--- config.mk ---
export PLATFORM = sky130hd
export DESIGN_NAME = bsoc_ctrl
export DESIGN_NICKNAME = d
export VERILOG_FILES = /design/src/sv/bsoc_pkg.sv /design/src/sv/bsoc_ctrl.sv
export SDC_FILE = /design/constraint.sdc
export NUM_CORES = 1
export LEC_CHECK = 0
export BUFFER_PORTS_ARGS = -buffer_cell sky130_fd_sc_hd__buf_2
export CORE_UTILIZATION = 52
export CTS_CLUSTER_DIAMETER = 80
export CTS_CLUSTER_SIZE = 8
export DETAILED_ROUTE_END_ITERATION = 10
export PLACE_DENSITY = 0.75
export RECOVER_POWER = 100
export REMOVE_ABC_BUFFERS = 1
export SETUP_SLACK_MARGIN = 0.5
export SLEW_MARGIN = 30
export SYNTH_ARGS = -nofsm -noshare
export SYNTH_HDL_FRONTEND = slang
export SYNTH_SLANG_ARGS = --single-unit
--- constraint.sdc ---
create_clock -name clk -period 2.3 [get_ports clk]
set_input_delay 0.46 -clock clk [delete_from_list [all_inputs] [get_ports clk]]
set_output_delay 0.46 -clock clk [all_outputs]
set_load 0.02 [all_outputs]
--- src/sv/bsoc_pkg.sv ---
package bsoc_pkg;

    localparam int COORD_WIDTH_DEF = 24;
    localparam int NORM_FRAC       = 28;
    localparam int QUOT_W          = 29;
    localparam int NRM_W           = 30;
    localparam int SQ_STEPS        = 32;
    localparam int DIV_STEPS       = 29;
    localparam int CNT_W           = 5;

    typedef enum logic [3:0] {
        ST_IDLE,
        ST_NORM,
        ST_SQX,
        ST_SQY,
        ST_SQSUM,
        ST_SQRT,
        ST_DIVINIT,
        ST_DIV,
        ST_MULX,
        ST_MULY,
        ST_SUMY,
        ST_D3INIT,
        ST_D3,
        ST_FINISH,
        ST_EMIT_HELD,
        ST_EMIT_NEW
    } state_t;

    typedef struct packed {
        logic accept;
        logic norm;
        logic sq_x;
        logic sq_y;
        logic sq_sum;
        logic sqrt_step;
        logic div_init;
        logic div_step;
        logic mul_x;
        logic mul_y;
        logic sum_y;
        logic d3_init;
        logic d3_step;
        logic store_held;
        logic load_held;
        logic load_new;
        logic path_last;
    } cmd_t;

    typedef struct packed {
        logic zero;
        logic norm_done;
    } status_t;

endpackage

--- src/sv/bsoc_ctrl.sv ---
module bsoc_ctrl #(
    parameter int COORD_WIDTH = bsoc_pkg::COORD_WIDTH_DEF
) (
    input  logic              clk,
    input  logic              rst_n,
    input  logic              in_valid,
    output logic              in_ready,
    input  logic              path_end,
    output logic              out_valid,
    input  logic              out_ready,
    input  bsoc_pkg::status_t status,
    output bsoc_pkg::cmd_t    cmd
);

    localparam int D3_STEPS = (COORD_WIDTH + 4 + 3) / 4;

    bsoc_pkg::state_t state_reg, state_next;
    logic [bsoc_pkg::CNT_W-1:0] cnt_reg, cnt_next;
    logic [1:0] points_seen_reg, points_seen_next;
    logic held_pending_reg, held_pending_next;
    logic emit_reg, emit_next;
    logic end_reg, end_next;
    logic out_valid_reg, out_valid_next;
    logic out_free;

    assign out_free  = !out_valid_reg || out_ready;
    assign out_valid = out_valid_reg;

    always_ff @(posedge clk or negedge rst_n)
    begin
        if (!rst_n)
        begin
            state_reg        <= bsoc_pkg::ST_IDLE;
            cnt_reg          <= '0;
            points_seen_reg  <= '0;
            held_pending_reg <= 1'b0;
            emit_reg         <= 1'b0;
            end_reg          <= 1'b0;
            out_valid_reg    <= 1'b0;
        end
        else
        begin
            state_reg        <= state_next;
            cnt_reg          <= cnt_next;
            points_seen_reg  <= points_seen_next;
            held_pending_reg <= held_pending_next;
            emit_reg         <= emit_next;
            end_reg          <= end_next;
            out_valid_reg    <= out_valid_next;
        end
    end

    always_comb
    begin
        state_next        = state_reg;
        cnt_next          = cnt_reg;
        points_seen_next  = points_seen_reg;
        held_pending_next = held_pending_reg;
        emit_next         = emit_reg;
        end_next          = end_reg;
        in_ready          = 1'b0;
        cmd               = '0;
        cmd.path_last     = end_reg;
        case (state_reg)
            bsoc_pkg::ST_IDLE:
            begin
                in_ready = 1'b1;
                if (in_valid)
                begin
                    cmd.accept = 1'b1;
                    emit_next  = (points_seen_reg == 2'd3);
                    end_next   = path_end;
                    if (path_end)
                        points_seen_next = 2'd0;
                    else if (points_seen_reg != 2'd3)
                        points_seen_next = points_seen_reg + 2'd1;
                    if (points_seen_reg == 2'd3 || (points_seen_reg == 2'd2 && !path_end))
                        state_next = bsoc_pkg::ST_NORM;
                end
            end
            bsoc_pkg::ST_NORM:
            begin
                if (status.zero)
                    state_next = bsoc_pkg::ST_MULX;
                else if (status.norm_done)
                    state_next = bsoc_pkg::ST_SQX;
                else
                    cmd.norm = 1'b1;
            end
            bsoc_pkg::ST_SQX:
            begin
                cmd.sq_x   = 1'b1;
                state_next = bsoc_pkg::ST_SQY;
            end
            bsoc_pkg::ST_SQY:
            begin
                cmd.sq_y   = 1'b1;
                state_next = bsoc_pkg::ST_SQSUM;
            end
            bsoc_pkg::ST_SQSUM:
            begin
                cmd.sq_sum = 1'b1;
                cnt_next   = bsoc_pkg::CNT_W'(bsoc_pkg::SQ_STEPS - 1);
                state_next = bsoc_pkg::ST_SQRT;
            end
            bsoc_pkg::ST_SQRT:
            begin
                cmd.sqrt_step = 1'b1;
                cnt_next      = cnt_reg - 1'b1;
                if (cnt_reg == '0)
                    state_next = bsoc_pkg::ST_DIVINIT;
            end
            bsoc_pkg::ST_DIVINIT:
            begin
                cmd.div_init = 1'b1;
                cnt_next     = bsoc_pkg::CNT_W'(bsoc_pkg::DIV_STEPS - 1);
                state_next   = bsoc_pkg::ST_DIV;
            end
            bsoc_pkg::ST_DIV:
            begin
                cmd.div_step = 1'b1;
                cnt_next     = cnt_reg - 1'b1;
                if (cnt_reg == '0)
                    state_next = bsoc_pkg::ST_MULX;
            end
            bsoc_pkg::ST_MULX:
            begin
                cmd.mul_x  = 1'b1;
                state_next = bsoc_pkg::ST_MULY;
            end
            bsoc_pkg::ST_MULY:
            begin
                cmd.mul_y  = 1'b1;
                state_next = bsoc_pkg::ST_SUMY;
            end
            bsoc_pkg::ST_SUMY:
            begin
                cmd.sum_y  = 1'b1;
                state_next = bsoc_pkg::ST_D3INIT;
            end
            bsoc_pkg::ST_D3INIT:
            begin
                cmd.d3_init = 1'b1;
                cnt_next    = bsoc_pkg::CNT_W'(D3_STEPS - 1);
                state_next  = bsoc_pkg::ST_D3;
            end
            bsoc_pkg::ST_D3:
            begin
                cmd.d3_step = 1'b1;
                cnt_next    = cnt_reg - 1'b1;
                if (cnt_reg == '0)
                    state_next = bsoc_pkg::ST_FINISH;
            end
            bsoc_pkg::ST_FINISH:
            begin
                if (!emit_reg)
                begin
                    cmd.store_held    = 1'b1;
                    held_pending_next = 1'b1;
                    state_next        = bsoc_pkg::ST_IDLE;
                end
                else if (held_pending_reg)
                    state_next = bsoc_pkg::ST_EMIT_HELD;
                else
                    state_next = bsoc_pkg::ST_EMIT_NEW;
            end
            bsoc_pkg::ST_EMIT_HELD:
            begin
                if (out_free)
                begin
                    cmd.load_held     = 1'b1;
                    held_pending_next = 1'b0;
                    state_next        = bsoc_pkg::ST_EMIT_NEW;
                end
            end
            bsoc_pkg::ST_EMIT_NEW:
            begin
                if (out_free)
                begin
                    cmd.load_new = 1'b1;
                    state_next   = bsoc_pkg::ST_IDLE;
                end
            end
            default:
            begin
                state_next = bsoc_pkg::ST_IDLE;
            end
        endcase
        if (cmd.load_held || cmd.load_new)
            out_valid_next = 1'b1;
        else if (out_ready)
            out_valid_next = 1'b0;
        else
            out_valid_next = out_valid_reg;
    end

    a_pending_full: assert property (@(posedge clk) disable iff (!rst_n)
        (held_pending_reg && state_reg == bsoc_pkg::ST_IDLE) |-> (points_seen_reg == 2'd3))
        else $error("held result pending without a full window");

    a_emit_held: assert property (@(posedge clk) disable iff (!rst_n)
        (state_reg == bsoc_pkg::ST_EMIT_HELD) |-> held_pending_reg)
        else $error("emitting a held result that is not pending");

    a_load_free: assert property (@(posedge clk) disable iff (!rst_n)
        (cmd.load_held || cmd.load_new) |-> (!out_valid_reg || out_ready))
        else $error("output register overwritten while stalled");

    a_end_clear: assert property (@(posedge clk) disable iff (!rst_n)
        (in_valid && in_ready && path_end) |=> (points_seen_reg == 2'd0))
        else $error("path end did not clear the window count");

endmodule

==> impl_metrics.csv, run 1 <==
group,metric,value,unit
drt,antenna_left,0,
place,portBuffers,25,
timing,rsz0062_at_grt,"true",
drt,dr.pass1.iters,6,
clocking,clockBufferDepth,2,
worst_setup_path,worst-endpoint-required,2.47,ns
logic_synthesis,synth_top_family_by_area,"simple AND/OR/NAND/NOR gates",
timing,slew-limit-headroom,0.441,
logic_synthesis,yosys_warnings,0,
timing,clock_skew,0.00484,ns
drt,viasPerCell,6.94,
floorplanning,initial_core_util,0.582,
timing,max_freq,0.469,GHz
worst_setup_path,reg2reg_setup_slack,0.17,ns
power,leakage,0.687,nW
power,powerDensity,1640,nW/um^2
worst_setup_path,crit_path_max_fanout,6,
worst_setup_path,arrival,2.31,ns
logic_synthesis,yosysTopAreaCellShare,0.354,
layout,areaGrowthSynthToFinish,48.2,%
worst_setup_path,start_kind,"register",
global_route,antenna_found_initial,0,
clocking,cts.clk_slew.worst_paths,0.10,ns
floorplanning,die_y,47.1,um
run,cap_violations,0,
hold_path,hold_path_class,"primary input to async pin",
global_route,grt_use_total,0.364,
clocking,htree_num_levels,1,
floorplanning,dieArea,2220,um^2
floorplanning,row_count,15,
clocking,clkLatencyLatePin,0.28,ns
worst_setup_path,crit_type,"register to register",
logic_synthesis,ys.flop_type,"dfrtp_1",
logic_synthesis,ys_ff_latch,15,
logic_synthesis,synth_compound_area_frac,0.222,
layout,fillers,97,
clocking,hold_buffers,0,
timing,final.setup.tns,0,ns
layout,nNetsFinal,194,
power,vdd_drop_max,1120,uV
timing,fin_crit_sh,0.928,
worst_setup_path,end_kind,"register",
floorplanning,io_pins,26,
logic_synthesis,syn-instance-count,131,
clocking,cts_root_buf,"clkbuf_4",
worst_setup_path,reg2regPathDepth,6,
clocking,cts_tree,"built",
clocking,cts_buffers,3,
logic_synthesis,seq_area_frac_synth,0.354,
global_route,grt.overflow.total,0,
logic_synthesis,synth_area_leaders,"dfrtp_1, nor2_1, a21oi_1",
logic_synthesis,synth.avg_cell_area,8.09,um^2
logic_synthesis,synth_common_cells,"nor2_1, dfrtp_1, a21oi_1, nand2_1, o21ai_0",
worst_setup_path,cp-startpoint,"state_reg[3]$_DFFE_PN0P_",
logic_synthesis,synth_edf_count,0,
logic_synthesis,yosysTopAreaCell,"dfrtp_1",
timing,worst_pin_slew,0.838,ns
power,p_total,2.58,mW
timing,report.final.slew_viol_count,0,
logic_synthesis,ys_types,36,
timing,setup_viol,0,
drt,wl,4.68,mm
logic_synthesis,muxShareOfSynthArea,0.0543,
place,dp.cells,174,
drt,wl_per_cell,22.5,um
floorplanning,die_w,47.1,um
logic_synthesis,synth_simple_gate_area_frac,0.274,
worst_setup_path,reg2reg_from,"state_reg[3]$_DFFE_PN0P_",
layout,antenna_cells,0,
global_route,grt_pass1_vias,1202,
clocking,cts_sinks,15,
global_route,grt_first_pass_wirelength,5.57,mm
layout,fin_cells,208,
worst_setup_path,crit_end,"state_reg[3]$_DFFE_PN0P_",
logic_synthesis,synth_xor_area_frac,0,
worst_setup_path,timing.rr.end,"state_reg[3]$_DFFE_PN0P_",
timing,period_needed,2.13,ns
place,hpwl,1.70,mm
layout,largest_reg_flops,5,
drt,via_count,1444,
layout,drive_above_1_share,0.372,
status,status,"complete, no violations",
logic_synthesis,synth.most_common_cell,"nor2_1",
drt,drt_iter0_markers,195,
drt,drc,0,
logic_synthesis,syn-cell-area,1060,um^2
place,place_congestion,0.830,
logic_synthesis,ys_async_sr_fraction,1.00,
logic_synthesis,synth_fa_ha_area_frac,0.0354,
timing,hold_viol_final,0,
global_route,grt_max_degree,16,
floorplanning,core,1820,um^2
layer usage:
metal,track usage,routed length (um),vias up,share of wire
li1,-,-,567,-
met2,0.606,2040,190,0.44
met5,0,0,-,0
met4,0.229,441,0,0.094
met3,0.0615,688,60,0.15
met1,0.435,1510,627,0.32
worst min-delay path by stage:
stage,from,to,slack [ns],depth (start not counted)
2_1_floorplan,rst_n,cnt_reg[0]$_DFFE_PN0P_,0.16,0
3_3_place_gp,rst_n,points_seen_reg[0]$_DFFE_PN0P_,0.38,1
3_5_place_dp,rst_n,points_seen_reg[0]$_DFFE_PN0P_,0.39,1
4_1_cts,rst_n,points_seen_reg[0]$_DFFE_PN0P_,0.08,1
5_1_grt,rst_n,state_reg[1]$_DFFE_PN0P_,0.30,1
6_report,rst_n,state_reg[1]$_DFFE_PN0P_,0.25,1
cell families (layout without fill, tap and decap cells):
family                   after synthesis  in the layout
buffers and inverters                 14             66
multiplexers                           5              5
flip-flops                            15             15
AO/OA/AOI/OAI                         38             38
adder cells (fa/ha/maj)                3              3
AND/OR/NAND/NOR                       56             56
through the flow:
| stage | worst slack (ns) | instance area [um^2] | hold WS, ns | util |
|---|---|---|---|---|
| after floorplan | 0.351 | 1020 | 0.164 | - |
| after CTS | 0.452 | 1480 | 0.0806 | 0.813 |
| after global routing | 0.181 | 1570 | 0.305 | 0.863 |
| final | 0.166 | 1570 | 0.246 | 0.863 |
| after detailed placement | 0.381 | 1180 | 0.387 | 0.649 |
| after global placement | 0.424 | 1180 | 0.385 | 0.649 |
layout by cell type, fill, tap and decap left out, types with 2 or more instances in the layout:
master,netlist,layout
buf_4,2,23
clkbuf_1,3,16
nor2_1,18,13
dfrtp_1,15,13
a21oi_1,11,11
o21ai_0,10,11
nand2_1,11,9
buf_6,0,8
buf_2,3,6
inv_1,6,5
nand2b_1,7,5
nor2_4,0,5
clkbuf_4,0,5
nor3_1,7,4
nand3_1,3,3
o22ai_1,2,3
a31oi_1,3,3
ha_1,3,3
nand2_4,0,2
nand2b_4,0,2
nor3_2,0,2
nor2b_1,2,2
mux2i_1,2,2
or3_1,2,2
a311oi_1,2,2
mux2_2,2,2
where the power goes:
part / switching [mW] / internal, mW / total (mW)
combinational: 1.06 / 0.763 / 1.82
clock: 0.0897 / 0.0672 / 0.157
sequential: 0.206 / 0.396 / 0.602
total: 1.36 / 1.23 / 2.58
what timing repair did:
item,in CTS,in global routing
resized for setup,31,31
hold endpoints to repair,0,0
cloned,0,0
pin swaps,5,8
buffers inserted,23,7
setup endpoints to repair,19,20
critical path, stage by stage, from the launching register on:
cell and delay [ns]:
dfrtp_1 0.52, clkbuf_1 0.24, nand2_1 0.19, o22ai_1 0.42, a21oi_2 0.16, nand2_2 0.17
mux2_4 0.32
cell type report:
type / count / area, um^2 / share of cell area
multi-input combinational: 102 / 719 / 0.458
timing repair buffer: 56 / 388 / 0.247
sequential: 15 / 380 / 0.242
tap: 25 / 31.3 / 0.0199
clock buffer: 4 / 26.3 / 0.0167
inverter: 6 / 25.0 / 0.0159
Power figures use the tool's default switching activity.
==> run 2, diff against run 1 <==
--- a/config.mk
+++ b/config.mk
@@ -7,6 +7,7 @@
 export LEC_CHECK = 0
 export BUFFER_PORTS_ARGS = -buffer_cell sky130_fd_sc_hd__buf_2
 export CORE_UTILIZATION = 52
+export CTS_BUF_LIST = sky130_fd_sc_hd__clkbuf_8 sky130_fd_sc_hd__clkbuf_16
 export CTS_CLUSTER_DIAMETER = 80
 export CTS_CLUSTER_SIZE = 8
 export DETAILED_ROUTE_END_ITERATION = 10
==> run 2 against run 1 <==
  * Design area fell by 7.2%
  * Register-to-register slack improved by 0.15 ns
  * Power fell by 11%
  * Utilization fell by 6.2 points
  * Routed wire length fell by 19%
  * Largest cell class unchanged
  * Highest routed layer unchanged
==> impl_metrics.csv, run 2 (synthesis results as in run 1) <==
group,metric,value,unit
clocking,hold_buffers,0,
worst_setup_path,arrival,1.61,ns
global_route,grt_first_pass_wirelength,4.86,mm
timing,max_freq,0.482,GHz
timing,worst_pin_slew,0.881,ns
timing,slew-limit-headroom,0.412,
global_route,grt_use_total,0.319,
clocking,cts_sinks,15,
clocking,clkLatencyLatePin,0.25,ns
power,seqPwrFrac,0.260,
drt,via_count,1300,
drt,drc,0,
layout,nNetsFinal,188,
floorplanning,die_w,47.1,um
power,power.internal,1.14,mW
power,pwr-share-clk,0.096,
power,swShare,0.504,
timing,period_needed,2.07,ns
clocking,cts_tree,"built",
worst_setup_path,cp-startpoint,"state_reg[0]$_DFFE_PN0P_",
floorplanning,core,1820,um^2
floorplanning,dieArea,2220,um^2
place,place_congestion,0.830,
timing,setup_viol,0,
worst_setup_path,start_kind,"register",
layout,antenna_cells,0,
worst_setup_path,worst-endpoint-required,1.84,ns
worst_setup_path,cp_slowest_cell,"dfrtp_1",
floorplanning,row_count,15,
layout,mostFrequentLayoutCells,"buf_4, nor2_1, dfrtp_1",
clocking,htree_num_levels,1,
timing,hold_slack,0.299,ns
power,leakage,0.646,nW
clocking,cts_root_buf,"clkbuf_8",
clocking,cts_buffers,3,
worst_setup_path,path_cells,"nand2b_1, nor4b_4, buf_4",
worst_setup_path,crit_type,"register to primary output",
global_route,grt_pass1_vias,1041,
power,power_frac_comb,0.644,
global_route,antenna_found_initial,0,
worst_setup_path,reg2reg_from,"state_reg[0]$_DFFE_PN0P_",
layout,final_common_cell,"buf_4",
floorplanning,die_y,47.1,um
clocking,clockBufferDepth,2,
layout,fin_cells,202,
power,powerDensity,1580,nW/um^2
place,hpwl,1.70,mm
timing,fin_crit_sh,0.902,
place,dp.cells,174,
power,power_switching,1.16,mW
layout,largest_reg_flops,5,
layout,areaGrowthSynthToFinish,37.5,%
worst_setup_path,cpPeakStageDelay,0.61,ns
layout,drive_above_1_share,0.333,
clocking,cts.clk_slew.worst_paths,0.06,ns
timing,clock_skew,0.00145,ns
status,status,"complete, no violations",
timing,report.final.slew_viol_count,0,
drt,dr.pass1.iters,5,
timing,final.setup.tns,0,ns
layout,final_core_util,0.801,
timing,hold_viol_final,0,
floorplanning,initial_core_util,0.582,
drt,wl,3.81,mm
power,vdd_drop_max,930,uV
floorplanning,io_pins,26,
drt,antenna_left,0,
drt,wl_per_cell,18.8,um
place,portBuffers,25,
worst_setup_path,crit_path_max_fanout,7,
worst_setup_path,end_kind,"primary output",
hold_path,hold_path_class,"primary input to async pin",
timing,rsz0062_at_grt,"true",
global_route,grt.overflow.total,0,
global_route,grt_max_degree,16,
drt,drt_iter0_markers,103,
drt,viasPerCell,6.44,
run,cap_violations,0,
[run 2: worst max-delay path: cells and delay by family (launching register included)]
kind | cells | cell delay [ns]
flops | 1 | 0.61
simple gates | 2 | 0.54
buf+inv | 1 | 0.22
[run 2: final cells by class]
cell class	count	area [um^2]
multi-input cells	102	664
inverters	6	25.0
flip-flops and latches	15	377
clock buffers	3	41.3
repair buffers	50	315
well taps	25	31.3
clock inverters	1	3.75
fillers	123	363
[run 2: stage by stage]
stage / setup WS (ns) / cell area (um^2) / total power [mW]
after floorplan: 0.351 / 1020 / 1.32
after global placement: 0.424 / 1180 / 1.57
after detailed placement: 0.381 / 1180 / 1.60
after CTS: 0.486 / 1390 / 2.06
after global routing: 0.208 / 1460 / 2.42
final: 0.226 / 1460 / 2.30
[run 2: timing repair]
action,in CTS,in global routing
buffers inserted,17,7
pin swaps,4,7
endpoints found under the setup margin,19,17
gates cloned,0,0
resized for setup,16,23
hold endpoints to repair,0,0
[run 2: power groups by stage]
stage	Combinational [mW]	Sequential, mW	Clock, mW
after CTS	1.26	0.583	0.212
after floorplan	0.710	0.608	0
final	1.48	0.598	0.221
after global placement	0.943	0.632	0
after global routing	1.59	0.605	0.228
after detailed placement	0.963	0.635	0
[run 2: final timing paths]
kind	to	slack, ns	depth (start not counted)
worst min-delay path	points_seen_reg[0]$_DFFE_PN0P_	0.30	1
worst max register to register	state_reg[3]$_DFFE_PN0P_	0.32	6
min in group clk	points_seen_reg[0]$_DFFE_PN0P_	0.42	2
worst min register to register	end_reg$_DFFE_PN0P_	0.52	1
worst max-delay path	cmd[15]	0.23	3
max in group asynchronous	state_reg[3]$_DFFE_PN0P_	1.40	1
[run 2: layer usage]
metal | routed length, um | up-vias | GRT usage
met5 | 0 | - | 0
met4 | 266 | 0 | 0.131
met3 | 405 | 32 | 0.0308
met2 | 1680 | 133 | 0.508
met1 | 1460 | 579 | 0.443
li1 | - | 556 | -
